`src/rtl/core/stb_pkg.sv`:
```
package stb_pkg;

   localparam int unsigned DOMAIN_W = 3;
   localparam int unsigned SLOT_W = 4;
   localparam int unsigned CNT_W = 5;
   localparam logic [CNT_W-1:0] MAX_FIRES = 5'd16;

   typedef enum logic [2:0] {
      OP_ARM        = 3'd0,
      OP_DISARM     = 3'd1,
      OP_TICK       = 3'd2,
      OP_ANY_QUERY  = 3'd3,
      OP_SLOT_QUERY = 3'd4
   } op_type;

   typedef enum logic [1:0] {
      STAT_OK    = 2'd0,
      STAT_ARMED = 2'd1,
      STAT_ZERO  = 2'd2
   } stat_type;

   typedef struct packed {
      logic [2:0]  opcode;
      logic [3:0]  slot;
      logic [2:0]  domain;
      logic [15:0] event_id;
      logic [7:0]  owner_tag;
      logic        has_owner;
      logic [15:0] start_ticks;
      logic [15:0] reload_ticks;
   } req_type;

   typedef struct packed {
      logic        kind;
      logic [1:0]  status;
      logic        flag;
      logic [3:0]  fired_slot;
      logic [15:0] fired_event_id;
      logic [7:0]  fired_owner;
      logic        publish;
      logic        last;
   } rsp_type;

   typedef struct packed {
      logic                armed;
      logic [DOMAIN_W-1:0] domain;
      logic [15:0]         remaining;
      logic [15:0]         interval;
      logic [15:0]         event_id;
      logic [7:0]          owner;
      logic                publish;
   } slot_type;

   typedef struct packed {
      logic shift;
      logic load;
      logic clear;
   } cell_ctl_type;

   typedef struct packed {
      logic fire;
      logic busy;
   } scan_info_type;

   function automatic rsp_type make_status(input stat_type st, input logic flag);
      rsp_type r;
      r = '0;
      r.status = st;
      r.flag = flag;
      r.last = 1'b1;
      return r;
   endfunction

endpackage

```
`src/rtl/core/stb_if.sv`:
```
interface stb_req_if import stb_pkg::*; ();
   logic    valid;
   logic    ready;
   req_type data;

   modport source (output valid, output data, input ready);
   modport sink (input valid, input data, output ready);
endinterface

interface stb_rsp_if import stb_pkg::*; ();
   logic    valid;
   logic    ready;
   rsp_type data;

   modport source (output valid, output data, input ready);
   modport sink (input valid, input data, output ready);
endinterface

```
`src/rtl/core/stb_cell.sv`:
```
module stb_cell import stb_pkg::*; (
   input  logic         clock,
   input  logic         reset,
   input  cell_ctl_type ctl,
   input  slot_type     src_rec,
   input  slot_type     load_rec,
   output slot_type     rec
);

   slot_type rec_ff;
   slot_type rec_in;

   always_comb begin
      rec_in = rec_ff;
      if (ctl.shift) begin
         rec_in = src_rec;
      end else if (ctl.load) begin
         rec_in = load_rec;
      end else if (ctl.clear) begin
         rec_in.armed = 1'b0;
      end
   end

   always_ff @(posedge clock) begin
      if (reset) begin
         rec_ff.armed <= 1'b0;
      end else begin
         rec_ff <= rec_in;
      end
   end

   assign rec = rec_ff;

endmodule

```
`src/rtl/core/stb_tick_unit.sv`:
```
module stb_tick_unit import stb_pkg::*; (
   input  slot_type            rec,
   input  logic                tick,
   input  logic [DOMAIN_W-1:0] domain,
   input  logic                all,
   input  logic                room,
   output slot_type            next_rec,
   output scan_info_type       info
);

   logic        match;
   logic [15:0] dec;

   assign match = rec.armed && (all || rec.domain == domain);
   assign dec = rec.remaining - 16'd1;

   always_comb begin
      next_rec = rec;
      info.fire = 1'b0;
      info.busy = !tick && match;
      if (tick && match && room) begin
         if (dec == 16'd0) begin
            info.fire = 1'b1;
            if (rec.interval != 16'd0) begin
               next_rec.remaining = rec.interval;
            end else begin
               next_rec.armed = 1'b0;
            end
         end else begin
            next_rec.remaining = dec;
         end
      end
   end

endmodule

```
`src/rtl/core/software_timer_bank.sv`:
```
// Timer bank with TIMERS slots spread over DOMAINS tick domains.
// req_chan carries one operation word: arm, disarm, tick of a domain,
// any-armed query of a domain (or of all domains) and slot-armed query.
// rsp_chan returns result words; the final word of an operation has last set.
// Arm, disarm, slot query and rejected operations answer in one word that
// is visible the cycle after acceptance.
// A tick or a domain query rotates the slot ring once through the update
// unit at the ring head, one slot per cycle unless a fire word must wait,
// and then passes through a flush state. A tick emits one fire word per
// expiring slot in slot order, or one empty status word if nothing expires.
// One new operation is taken only once the previous one has finished and
// the output register is free or being drained.
// When rsp_chan stalls, the ring holds whenever a new fire word cannot be
// parked, and every word waits in the output register; none is lost.
// Reset disarms every slot and empties the output; the bank is ready in the
// first cycle after reset is released.
module software_timer_bank import stb_pkg::*; #(
   parameter int unsigned TIMERS = 16,
   parameter int unsigned DOMAINS = 4
) (
   input  logic         clock,
   input  logic         reset,
   stb_req_if.sink      req_chan,
   stb_rsp_if.source    rsp_chan
);

   localparam int unsigned IDX_W = (TIMERS > 1) ? $clog2(TIMERS) : 1;
   localparam logic [IDX_W-1:0] LAST_IDX = IDX_W'(TIMERS - 1);

   typedef enum logic [1:0] {
      S_IDLE,
      S_SCAN,
      S_FLUSH
   } state_type;

   state_type           state_ff, state_in;
   logic                rsp_valid_ff, rsp_valid_in;
   rsp_type             rsp_ff, rsp_in;
   logic                pend_valid_ff, pend_valid_in;
   rsp_type             pend_ff, pend_in;
   logic [IDX_W-1:0]    idx_ff, idx_in;
   logic [CNT_W-1:0]    cnt_ff, cnt_in;
   logic                busy_ff, busy_in;
   logic                tick_ff, tick_in;
   logic                all_ff, all_in;
   logic [DOMAIN_W-1:0] dom_ff, dom_in;

   slot_type            cell_rec [TIMERS];
   slot_type            head_next;
   slot_type            arm_rec;
   scan_info_type       info;
   logic [TIMERS-1:0]   armed_vec;
   logic [IDX_W-1:0]    req_idx;
   logic                ok_slot;
   logic                dom_ok;
   logic                dom_all;
   logic                slot_armed;
   logic                out_free;
   logic                req_ready;
   logic                accept;
   logic                advance;
   logic                arm_load;
   logic                disarm_clear;
   req_type             req;

   assign req = req_chan.data;
   assign req_idx = IDX_W'(req.slot);
   assign ok_slot = 32'(req.slot) < TIMERS;
   assign dom_ok = 32'(req.domain) < DOMAINS;
   assign dom_all = 32'(req.domain) == DOMAINS;
   assign slot_armed = ok_slot && armed_vec[req_idx];

   assign out_free = !rsp_valid_ff || rsp_chan.ready;
   assign req_ready = (state_ff == S_IDLE) && out_free;
   assign accept = req_chan.valid && req_ready;
   assign advance = (state_ff == S_SCAN) && !(info.fire && pend_valid_ff && !out_free);

   always_comb begin
      arm_rec.armed = 1'b1;
      arm_rec.domain = req.domain;
      arm_rec.remaining = req.start_ticks;
      arm_rec.interval = req.reload_ticks;
      arm_rec.event_id = req.event_id;
      arm_rec.owner = req.has_owner ? req.owner_tag : 8'd0;
      arm_rec.publish = !req.has_owner;
   end

   stb_tick_unit u_tick (
      .rec      (cell_rec[0]),
      .tick     (tick_ff),
      .domain   (dom_ff),
      .all      (all_ff),
      .room     (cnt_ff != MAX_FIRES),
      .next_rec (head_next),
      .info     (info)
   );

   for (genvar i = 0; i < TIMERS; i++) begin : g_cell
      cell_ctl_type ctl;
      slot_type     src;

      assign ctl.shift = advance;
      assign ctl.load = arm_load && (req_idx == IDX_W'(i));
      assign ctl.clear = disarm_clear && (req_idx == IDX_W'(i));
      assign src = (i == TIMERS - 1) ? head_next : cell_rec[(i + 1) % TIMERS];
      assign armed_vec[i] = cell_rec[i].armed;

      stb_cell u_cell (
         .clock    (clock),
         .reset    (reset),
         .ctl      (ctl),
         .src_rec  (src),
         .load_rec (arm_rec),
         .rec      (cell_rec[i])
      );
   end

   always_comb begin
      state_in = state_ff;
      rsp_valid_in = rsp_valid_ff && !rsp_chan.ready;
      rsp_in = rsp_ff;
      pend_valid_in = pend_valid_ff;
      pend_in = pend_ff;
      idx_in = idx_ff;
      cnt_in = cnt_ff;
      busy_in = busy_ff;
      tick_in = tick_ff;
      all_in = all_ff;
      dom_in = dom_ff;
      arm_load = 1'b0;
      disarm_clear = 1'b0;

      case (state_ff)
         S_IDLE: begin
            if (accept) begin
               rsp_valid_in = 1'b1;
               rsp_in = make_status(STAT_OK, 1'b0);
               idx_in = '0;
               cnt_in = '0;
               busy_in = 1'b0;
               pend_valid_in = 1'b0;
               dom_in = req.domain;
               case (req.opcode)
                  OP_ARM: begin
                     if (slot_armed) begin
                        rsp_in = make_status(STAT_ARMED, 1'b0);
                     end else if (req.start_ticks == 16'd0) begin
                        rsp_in = make_status(STAT_ZERO, 1'b0);
                     end else if (ok_slot && dom_ok) begin
                        rsp_in = make_status(STAT_OK, 1'b1);
                        arm_load = 1'b1;
                     end
                  end
                  OP_DISARM: begin
                     rsp_in = make_status(STAT_OK, slot_armed);
                     disarm_clear = ok_slot;
                  end
                  OP_TICK: begin
                     if (dom_ok) begin
                        rsp_valid_in = rsp_valid_ff && !rsp_chan.ready;
                        rsp_in = rsp_ff;
                        tick_in = 1'b1;
                        all_in = 1'b0;
                        state_in = S_SCAN;
                     end
                  end
                  OP_ANY_QUERY: begin
                     if (dom_ok || dom_all) begin
                        rsp_valid_in = rsp_valid_ff && !rsp_chan.ready;
                        rsp_in = rsp_ff;
                        tick_in = 1'b0;
                        all_in = dom_all;
                        state_in = S_SCAN;
                     end
                  end
                  OP_SLOT_QUERY: begin
                     rsp_in = make_status(STAT_OK, slot_armed);
                  end
                  default: begin
                     rsp_in = make_status(STAT_OK, 1'b0);
                  end
               endcase
            end
         end
         S_SCAN: begin
            if (advance) begin
               idx_in = idx_ff + 1'b1;
               busy_in = busy_ff || info.busy;
               if (info.fire) begin
                  cnt_in = cnt_ff + 1'b1;
                  pend_valid_in = 1'b1;
                  pend_in = '0;
                  pend_in.kind = 1'b1;
                  pend_in.fired_slot = SLOT_W'(idx_ff);
                  pend_in.fired_event_id = cell_rec[0].event_id;
                  pend_in.fired_owner = cell_rec[0].publish ? 8'd0 : cell_rec[0].owner;
                  pend_in.publish = cell_rec[0].publish;
                  if (pend_valid_ff) begin
                     rsp_valid_in = 1'b1;
                     rsp_in = pend_ff;
                  end
               end
               if (idx_ff == LAST_IDX) begin
                  state_in = S_FLUSH;
               end
            end
         end
         S_FLUSH: begin
            if (out_free) begin
               rsp_valid_in = 1'b1;
               if (!tick_ff) begin
                  rsp_in = make_status(STAT_OK, busy_ff);
               end else if (pend_valid_ff) begin
                  rsp_in = pend_ff;
                  rsp_in.last = 1'b1;
               end else begin
                  rsp_in = make_status(STAT_OK, 1'b0);
               end
               pend_valid_in = 1'b0;
               state_in = S_IDLE;
            end
         end
         default: begin
            state_in = S_IDLE;
         end
      endcase
   end

   always_ff @(posedge clock) begin
      rsp_ff <= rsp_in;
      pend_ff <= pend_in;
      dom_ff <= dom_in;
      if (reset) begin
         state_ff <= S_IDLE;
         rsp_valid_ff <= 1'b0;
         pend_valid_ff <= 1'b0;
         idx_ff <= '0;
         cnt_ff <= '0;
         busy_ff <= 1'b0;
         tick_ff <= 1'b0;
         all_ff <= 1'b0;
      end else begin
         state_ff <= state_in;
         rsp_valid_ff <= rsp_valid_in;
         pend_valid_ff <= pend_valid_in;
         idx_ff <= idx_in;
         cnt_ff <= cnt_in;
         busy_ff <= busy_in;
         tick_ff <= tick_in;
         all_ff <= all_in;
      end
   end

   assign req_chan.ready = req_ready;
   assign rsp_chan.valid = rsp_valid_ff;
   assign rsp_chan.data = rsp_ff;

endmodule

```
`src/flat_wrapper.sv`:
```
// flat-port wrapper written by rule: the top's interface ports become plain ports
module software_timer_bank_flat import stb_pkg::*;
#(
   parameter int unsigned TIMERS = 16,
   parameter int unsigned DOMAINS = 4
)
  (clock, reset, req_chan_valid, req_chan_data, req_chan_ready, rsp_chan_valid, rsp_chan_data, rsp_chan_ready);
  stb_req_if req_chan_i ();
  stb_rsp_if rsp_chan_i ();
  input  logic clock;
  input  logic reset;
  input wire logic [$bits(req_chan_i.valid)-1:0] req_chan_valid;
  input wire logic [$bits(req_chan_i.data)-1:0] req_chan_data;
  output wire logic [$bits(req_chan_i.ready)-1:0] req_chan_ready;
  output wire logic [$bits(rsp_chan_i.valid)-1:0] rsp_chan_valid;
  output wire logic [$bits(rsp_chan_i.data)-1:0] rsp_chan_data;
  input wire logic [$bits(rsp_chan_i.ready)-1:0] rsp_chan_ready;
  assign req_chan_i.valid = req_chan_valid;
  assign req_chan_i.data = req_chan_data;
  assign req_chan_ready = req_chan_i.ready;
  assign rsp_chan_valid = rsp_chan_i.valid;
  assign rsp_chan_data = rsp_chan_i.data;
  assign rsp_chan_i.ready = rsp_chan_ready;
  software_timer_bank #(.TIMERS(TIMERS), .DOMAINS(DOMAINS)) u_core (.clock(clock), .reset(reset), .req_chan(req_chan_i), .rsp_chan(rsp_chan_i));
endmodule
```
`config.mk`:
```
export PLATFORM = sky130hd
export DESIGN_NAME = software_timer_bank_flat
export DESIGN_NICKNAME = d
export VERILOG_FILES = /design/src/rtl/core/stb_pkg.sv /design/src/rtl/core/stb_if.sv /design/src/rtl/core/stb_cell.sv /design/src/rtl/core/stb_tick_unit.sv /design/src/rtl/core/software_timer_bank.sv /design/src/flat_wrapper.sv
export SDC_FILE = /design/constraint.sdc
export NUM_CORES = 1
export LEC_CHECK = 0
export ABC_CLOCK_PERIOD_IN_PS = 9200
export BUFFER_PORTS_ARGS = -buffer_cell sky130_fd_sc_hd__buf_2
export CORE_ASPECT_RATIO = 1.2
export CORE_UTILIZATION = 60
export CTS_CLUSTER_DIAMETER = 80
export CTS_CLUSTER_SIZE = 30
export DETAILED_ROUTE_END_ITERATION = 8
export PLACE_DENSITY = 0.77
export SLEW_MARGIN = 20
export SYNTH_ARGS = -nofsm -noshare
export SYNTH_HDL_FRONTEND = slang
export SYNTH_SLANG_ARGS = --single-unit
```
`constraint.sdc`:
```
create_clock -name clock -period 9.2 [get_ports clock]
set_input_delay 0 -clock clock [delete_from_list [all_inputs] [get_ports clock]]
set_output_delay 0 -clock clock [all_outputs]
set_load 0.01 [all_outputs]
```
# After elaboration in Yosys (flattened, before gate mapping)

Index checks and enable logic that the tools add are counted.

Bits in registers: 1058
Latch bits: 0
Bits in writable memories: 0
Bits in read-only memories: 0
Output and inout port bits: 36
Memories: 0

Add/subtract/negate cells: 3
$mul: 0
Div/mod/pow operators: 0
Order comparisons: 2
Equal/unequal tests: 38
Shift-type cells: 0
Muxes and demuxes: 135
Bitwise gates (word level): 1
Reductions and logical operators: 118

Operator list:

| operator              | number |
|---|---|
| $mux 61               | 16 |
| $mux 60               | 16 |
| $mux 34               | 11 |
| $pmux 34 s4           | 1 |
| $pmux 34 s3           | 1 |
| $mux 1                | 63 |
| $reduce_bool 3->1     | 17 |
| $mux 16               | 3 |
| $logic_and 1x1->1     | 42 |
| $eq 4x4->1 const B    | 9 |
| $reduce_bool 2->1     | 18 |
| $reduce_and 2->1      | 17 |
| $logic_not 16->1      | 2 |
| $mux 31               | 1 |
| $eq 4x3->1 const B    | 4 |
| $reduce_bool 16->1    | 1 |
| $sub 16x1->16 const B | 1 |
| $mux 5                | 3 |
| $ne 2x1->1 const B    | 7 |
| $mux 2                | 6 |
| $ne 3x3->1 const B    | 4 |
| $pmux 5 s2            | 1 |
| $reduce_and 5->1      | 2 |
| $eq 4x2->1 const B    | 2 |
| 33 further kinds      | 49 |

# Logic depth before layout (Yosys ltp)

Word-level depth: 12
Gate-level depth with buffers: 16

# Cells and area by module

Synthesis repeated with hierarchy kept, for this count alone.

Cells, all modules: 2637
Area, all modules: 46862.4 um2

Modules (own cells, without submodules):

| module              | instances | cells an instance | area each (um2) |
|---|---|---|---|
| stb_cell            | 16        | 134               | 2618.8 |
| software_timer_bank | 1         | 322               | 3746.1 |
| stb_tick_unit       | 1         | 171               | 1216.2 |

# Least setup slack after synthesis

OpenSTA, ideal clock, no wires.

Path kind: register to register
Start: reg u_core.g_cell[0].u_cell.rec_ff (netlist bit u_core.g_cell[0].u_cell.rec[41])
End: reg u_core.g_cell[12].u_cell.rec_ff (netlist bit u_core.g_cell[12].u_cell.rec[0]), enable pin
Library setup time: 0.498 ns
Data arrival time: 5.712 ns
Slack: 2.991 ns
Stages on the path, launching flop included: 14
Clock period less this slack: 6.209 ns
Path through: edfxtp_1 -> clkbuf_1 -> inv_1 -> ha_1 -> or4b_1 -> buf_2 -> or4_1 -> and2_1 -> nand4_1 -> o31ai_2 -> clkbuf_2 -> buf_4 -> clkbuf_1 -> a21oi_1

Longest elaborated chain between the ends: 10

Ends and longest elaborated chain:

| element                         | line                      | text |
|---|---|---|
| from (decl)                     | stb_cell.sv:10            | `slot_type rec_ff;` |
| from (signal assigned)          | stb_cell.sv:28            | `rec_ff <= rec_in;` |
| $sub 16x1->16                   | stb_tick_unit.sv:15       | `assign dec = rec.remaining - 16'd1;` |
| $logic_not 16->1                | stb_tick_unit.sv:22       | `if (dec == 16'd0) begin` |
| $mux 1                          | stb_tick_unit.sv:22       |  |
| $mux 1                          | stb_tick_unit.sv:21       | `if (tick && match && room) begin` |
| $logic_and 1x1->1 (2 in series) | software_timer_bank.sv:76 | `assign advance = (state_ff == S_SCAN) && !(info.fire && pend_valid_ff && !out_free);` |
| $logic_not 1->1                 | software_timer_bank.sv:76 |  |
| $logic_and 1x1->1               | software_timer_bank.sv:76 |  |
| $reduce_bool 2->1 (no line)     | --                        |  |
| $reduce_and 2->1 (no line)      | --                        |  |
| to (signal assigned)            | stb_cell.sv:28            |  |
| to (decl)                       | stb_cell.sv:10            |  |

No other way between the ends.
A chain may end at the register's enable or synchronous reset.

==> impl_metrics.env <==
export IMPL_area_growth_pct=4.84
export IMPL_violations="design-rule violations"
export IMPL_netlist_area_mm2=0.0432
export IMPL_ff2ff_setup_slack_ps=3300
export IMPL_drt_iter0_drc=2793
export IMPL_core_mm2=0.0711
export IMPL_htree_num_levels=2
export IMPL_ctsLongestPathBuffers=3
export IMPL_fmax_mhz=170
export IMPL_setup_viol=0
export IMPL_ant_nets=0
export IMPL_grt_usage_pct=24.8
export IMPL_postSynthCellCount=2787
export IMPL_synth_warnings=0
export IMPL_critPathLaunchType="flop"
export IMPL_leakagePower_nw=19.0
export IMPL_cts_buffers=43
export IMPL_hold_path_depth=3
export IMPL_final_common_cell="edfxtp_1"
export IMPL_async_reset_ff_share_pct=0
export IMPL_synth_edf_count=1026
export IMPL_dieArea_mm2=0.0731
export IMPL_rsz0062_at_grt="no"
export IMPL_nets=2815
export IMPL_yosysSeqAreaShare_pct=72.8
export IMPL_vias=23300
export IMPL_hold_path_end="u_core.g_cell[15].u_cell.rec[60]"
export IMPL_design_area_mm2=0.0453
export IMPL_dpl_cell_area_mm2=0.0438
export IMPL_timing_hold_ws_ps=60.1
export IMPL_setup_tns_ps=0
export IMPL_syn_nets=2868
export IMPL_avgSynthCellArea_um2=15.5
export IMPL_period_share_pct=64.1
export IMPL_cp_arrival_ps=6350
export IMPL_wl_per_cell_um=24.7
export IMPL_skew_ps=25.9
export IMPL_row_count=107
export IMPL_hold_viol_final=0
export IMPL_drt_pre_antenna_iters=8
export IMPL_endpoint_kind="flop"
export IMPL_drive_above_1_share_pct=8.83
export IMPL_grt_overflow_total=0
export IMPL_power_density_mw_per_mm2=262
export IMPL_grt_max_degree=287
export IMPL_n_antenna_cell=0
export IMPL_ys_flop_type="edfxtp_1"
export IMPL_ir_drop_mv=0.159
export IMPL_ctsResizeCount=0
export IMPL_holdCritStartpoint="reset"
export IMPL_hpwlAfterDp_mm=50.3
export IMPL_clkTransAtPathRegs_ps=110
export IMPL_p_total_mw=11.9
export IMPL_port_buffers=106
export IMPL_chipHeight_um=296
export IMPL_routabilityCongestion=0.861
export IMPL_reg2reg_depth=11
export IMPL_post_route_drc_count=17
export IMPL_synth_distinct_cells=72
export IMPL_max_cap_viol_count=0
export IMPL_numClockSinks=1058
export IMPL_start_util_pct=60.8
export IMPL_cts_tree="yes"
export IMPL_rr_endpoint="u_core.g_cell[15].u_cell.rec[45]"
export IMPL_hp_class="in -> reg"
export IMPL_max_slew_margin_pct=25.9
export IMPL_required_ps=9650
export IMPL_worst_slew_pin_slew_ps=1110
export IMPL_grt_first_pass_wirelength_mm=137
export IMPL_ys_ff_latch=1058
export IMPL_antenna_found_initial=1
export IMPL_clock_latency_ps=630
export IMPL_cp_max_fo=122
export IMPL_status="finished, violations left"
export IMPL_layout_common_cells="edfxtp_1, a21o_1, nand2_1, buf_2, and2_1"
export IMPL_fillCellCount=4954
export IMPL_timing_rr_start="u_core.g_cell[0].u_cell.rec[41]"
export IMPL_die_w_um=247
export IMPL_wl_mm=90.9
export IMPL_crit_type="reg -> reg"
export IMPL_fin_util_pct=63.7
export IMPL_layout_min_cycle_time_ps=5900
export IMPL_io_pins=107
export IMPL_viasPerCell=6.32
export IMPL_slew_violations=0
export IMPL_cts_root_buffer="clkbuf_16"
export IMPL_grt_pass1_vias=22400
-- per-layer routing --
| layer | global-route usage [%] | wire (um) | vias up |
|---|---|---|---|
| li1 | - | - | 10400 |
| met1 | 36.3 | 39600 | 12000 |
| met2 | 40.2 | 44300 | 804 |
| met3 | 2.85 | 5120 | 105 |
| met4 | 5.89 | 1930 | 0 |
| met5 | 0 | 0 | - |
-- critical path: stages (launching register included) --
cell and delay, ps:
edfxtp_1 550, inv_1 170, ha_1 320, or4b_1 640
or4_1 530, and2_1 150, nand4_1 400, o31a_2 980
buf_6 700, buf_4 870, nand2_1 170, o211ai_1 220
-- power breakdown --
| part | switching, mW | internal [mW] |
|---|---|---|
| registers | 0.303 | 6.55 |
| clock network | 1.43 | 0.915 |
| logic | 1.73 | 0.949 |
-- flip-flops by register name, indices dropped and copies added (netlist names), 2 cells and up --
signal	flops
u_core.state_ff	2
u_core.g_cell.u_cell.rec	976
u_core.pend_ff	29
u_core.rsp_chan.data	34
u_core.cnt_ff	5
u_core.dom_ff	3
u_core.idx_ff	4
-- through the flow --
| stage | cells | setup WS (ps) |
|---|---|---|
| floorplan | 2787 | 2990 |
| global placement | 3596 | 3280 |
| detailed placement | 3596 | 3100 |
| CTS | 3678 | 3040 |
| global route | 3679 | 2890 |
| finish | 3679 | 3300 |
-- final cells by class --
| cell class | instances | area, um2 | share of cell area, % |
|---|---|---|---|
| Timing Repair Buffer | 162 | 1050 | 2.31 |
| Tap cell | 926 | 1160 | 2.56 |
| Clock inverter | 9 | 130 | 0.287 |
| Inverter | 16 | 60.1 | 0.133 |
| Clock buffer | 55 | 1140 | 2.52 |
| Multi-Input combinational cell | 1453 | 10300 | 22.8 |
| Sequential cell | 1058 | 31500 | 69.4 |
-- cells in the mapped netlist (all sizes together) (9+ instances only) --
master / number / area, um2
or3: 9 / 56.3
a31oi: 11 / 68.8
a21oi: 27 / 135
nand3: 18 / 90.1
clkbuf: 51 / 204
nor4: 22 / 144
edfxtp: 1026 / 30800
nand2: 123 / 464
and3: 10 / 62.6
nor2: 51 / 194
inv: 16 / 60.1
and2: 82 / 513
a21o: 899 / 6750
a311oi: 10 / 87.6
nand4: 14 / 103
ha: 10 / 125
nor2b: 16 / 100
dfxtp: 32 / 641
nor3: 14 / 70.1
buf: 209 / 1390
o21ai: 25 / 125
-- worst max-delay path by stage --
stage                                    start                                to  slack [ps]  cells past startpoint
6_report       u_core.g_cell[0].u_cell.rec[41]  u_core.g_cell[15].u_cell.rec[45]        3300                     11
5_1_grt        u_core.g_cell[0].u_cell.rec[41]  u_core.g_cell[15].u_cell.rec[47]        2890                     11
4_1_cts        u_core.g_cell[0].u_cell.rec[41]  u_core.g_cell[15].u_cell.rec[45]        3040                     11
3_5_place_dp   u_core.g_cell[0].u_cell.rec[41]  u_core.g_cell[15].u_cell.rec[45]        3100                     11
3_3_place_gp   u_core.g_cell[0].u_cell.rec[41]  u_core.g_cell[15].u_cell.rec[45]        3280                     11
2_1_floorplan  u_core.g_cell[0].u_cell.rec[41]   u_core.g_cell[12].u_cell.rec[0]        2990                     13
-- cell families (layout without fill, tap and decap cells) --
group,count (synthesis),count (layout),synth area share (%)
adder cells (fa/ha/maj),10,10,0.290
buffers and inverters,276,242,3.82
XOR/XNOR,8,8,0.162
flip-flops,1058,1058,72.8
AO/OA/AOI/OAI,1039,1039,17.9
AND/OR/NAND/NOR,388,388,4.69
multiplexers,8,8,0.330
-- what timing repair did --
item / in CTS / in global routing
hold buffers: 18 / 0
setup buffers: 0 / 0
endpoints found under the hold margin: 17 / 0
(Power assumes the default switching activity.)
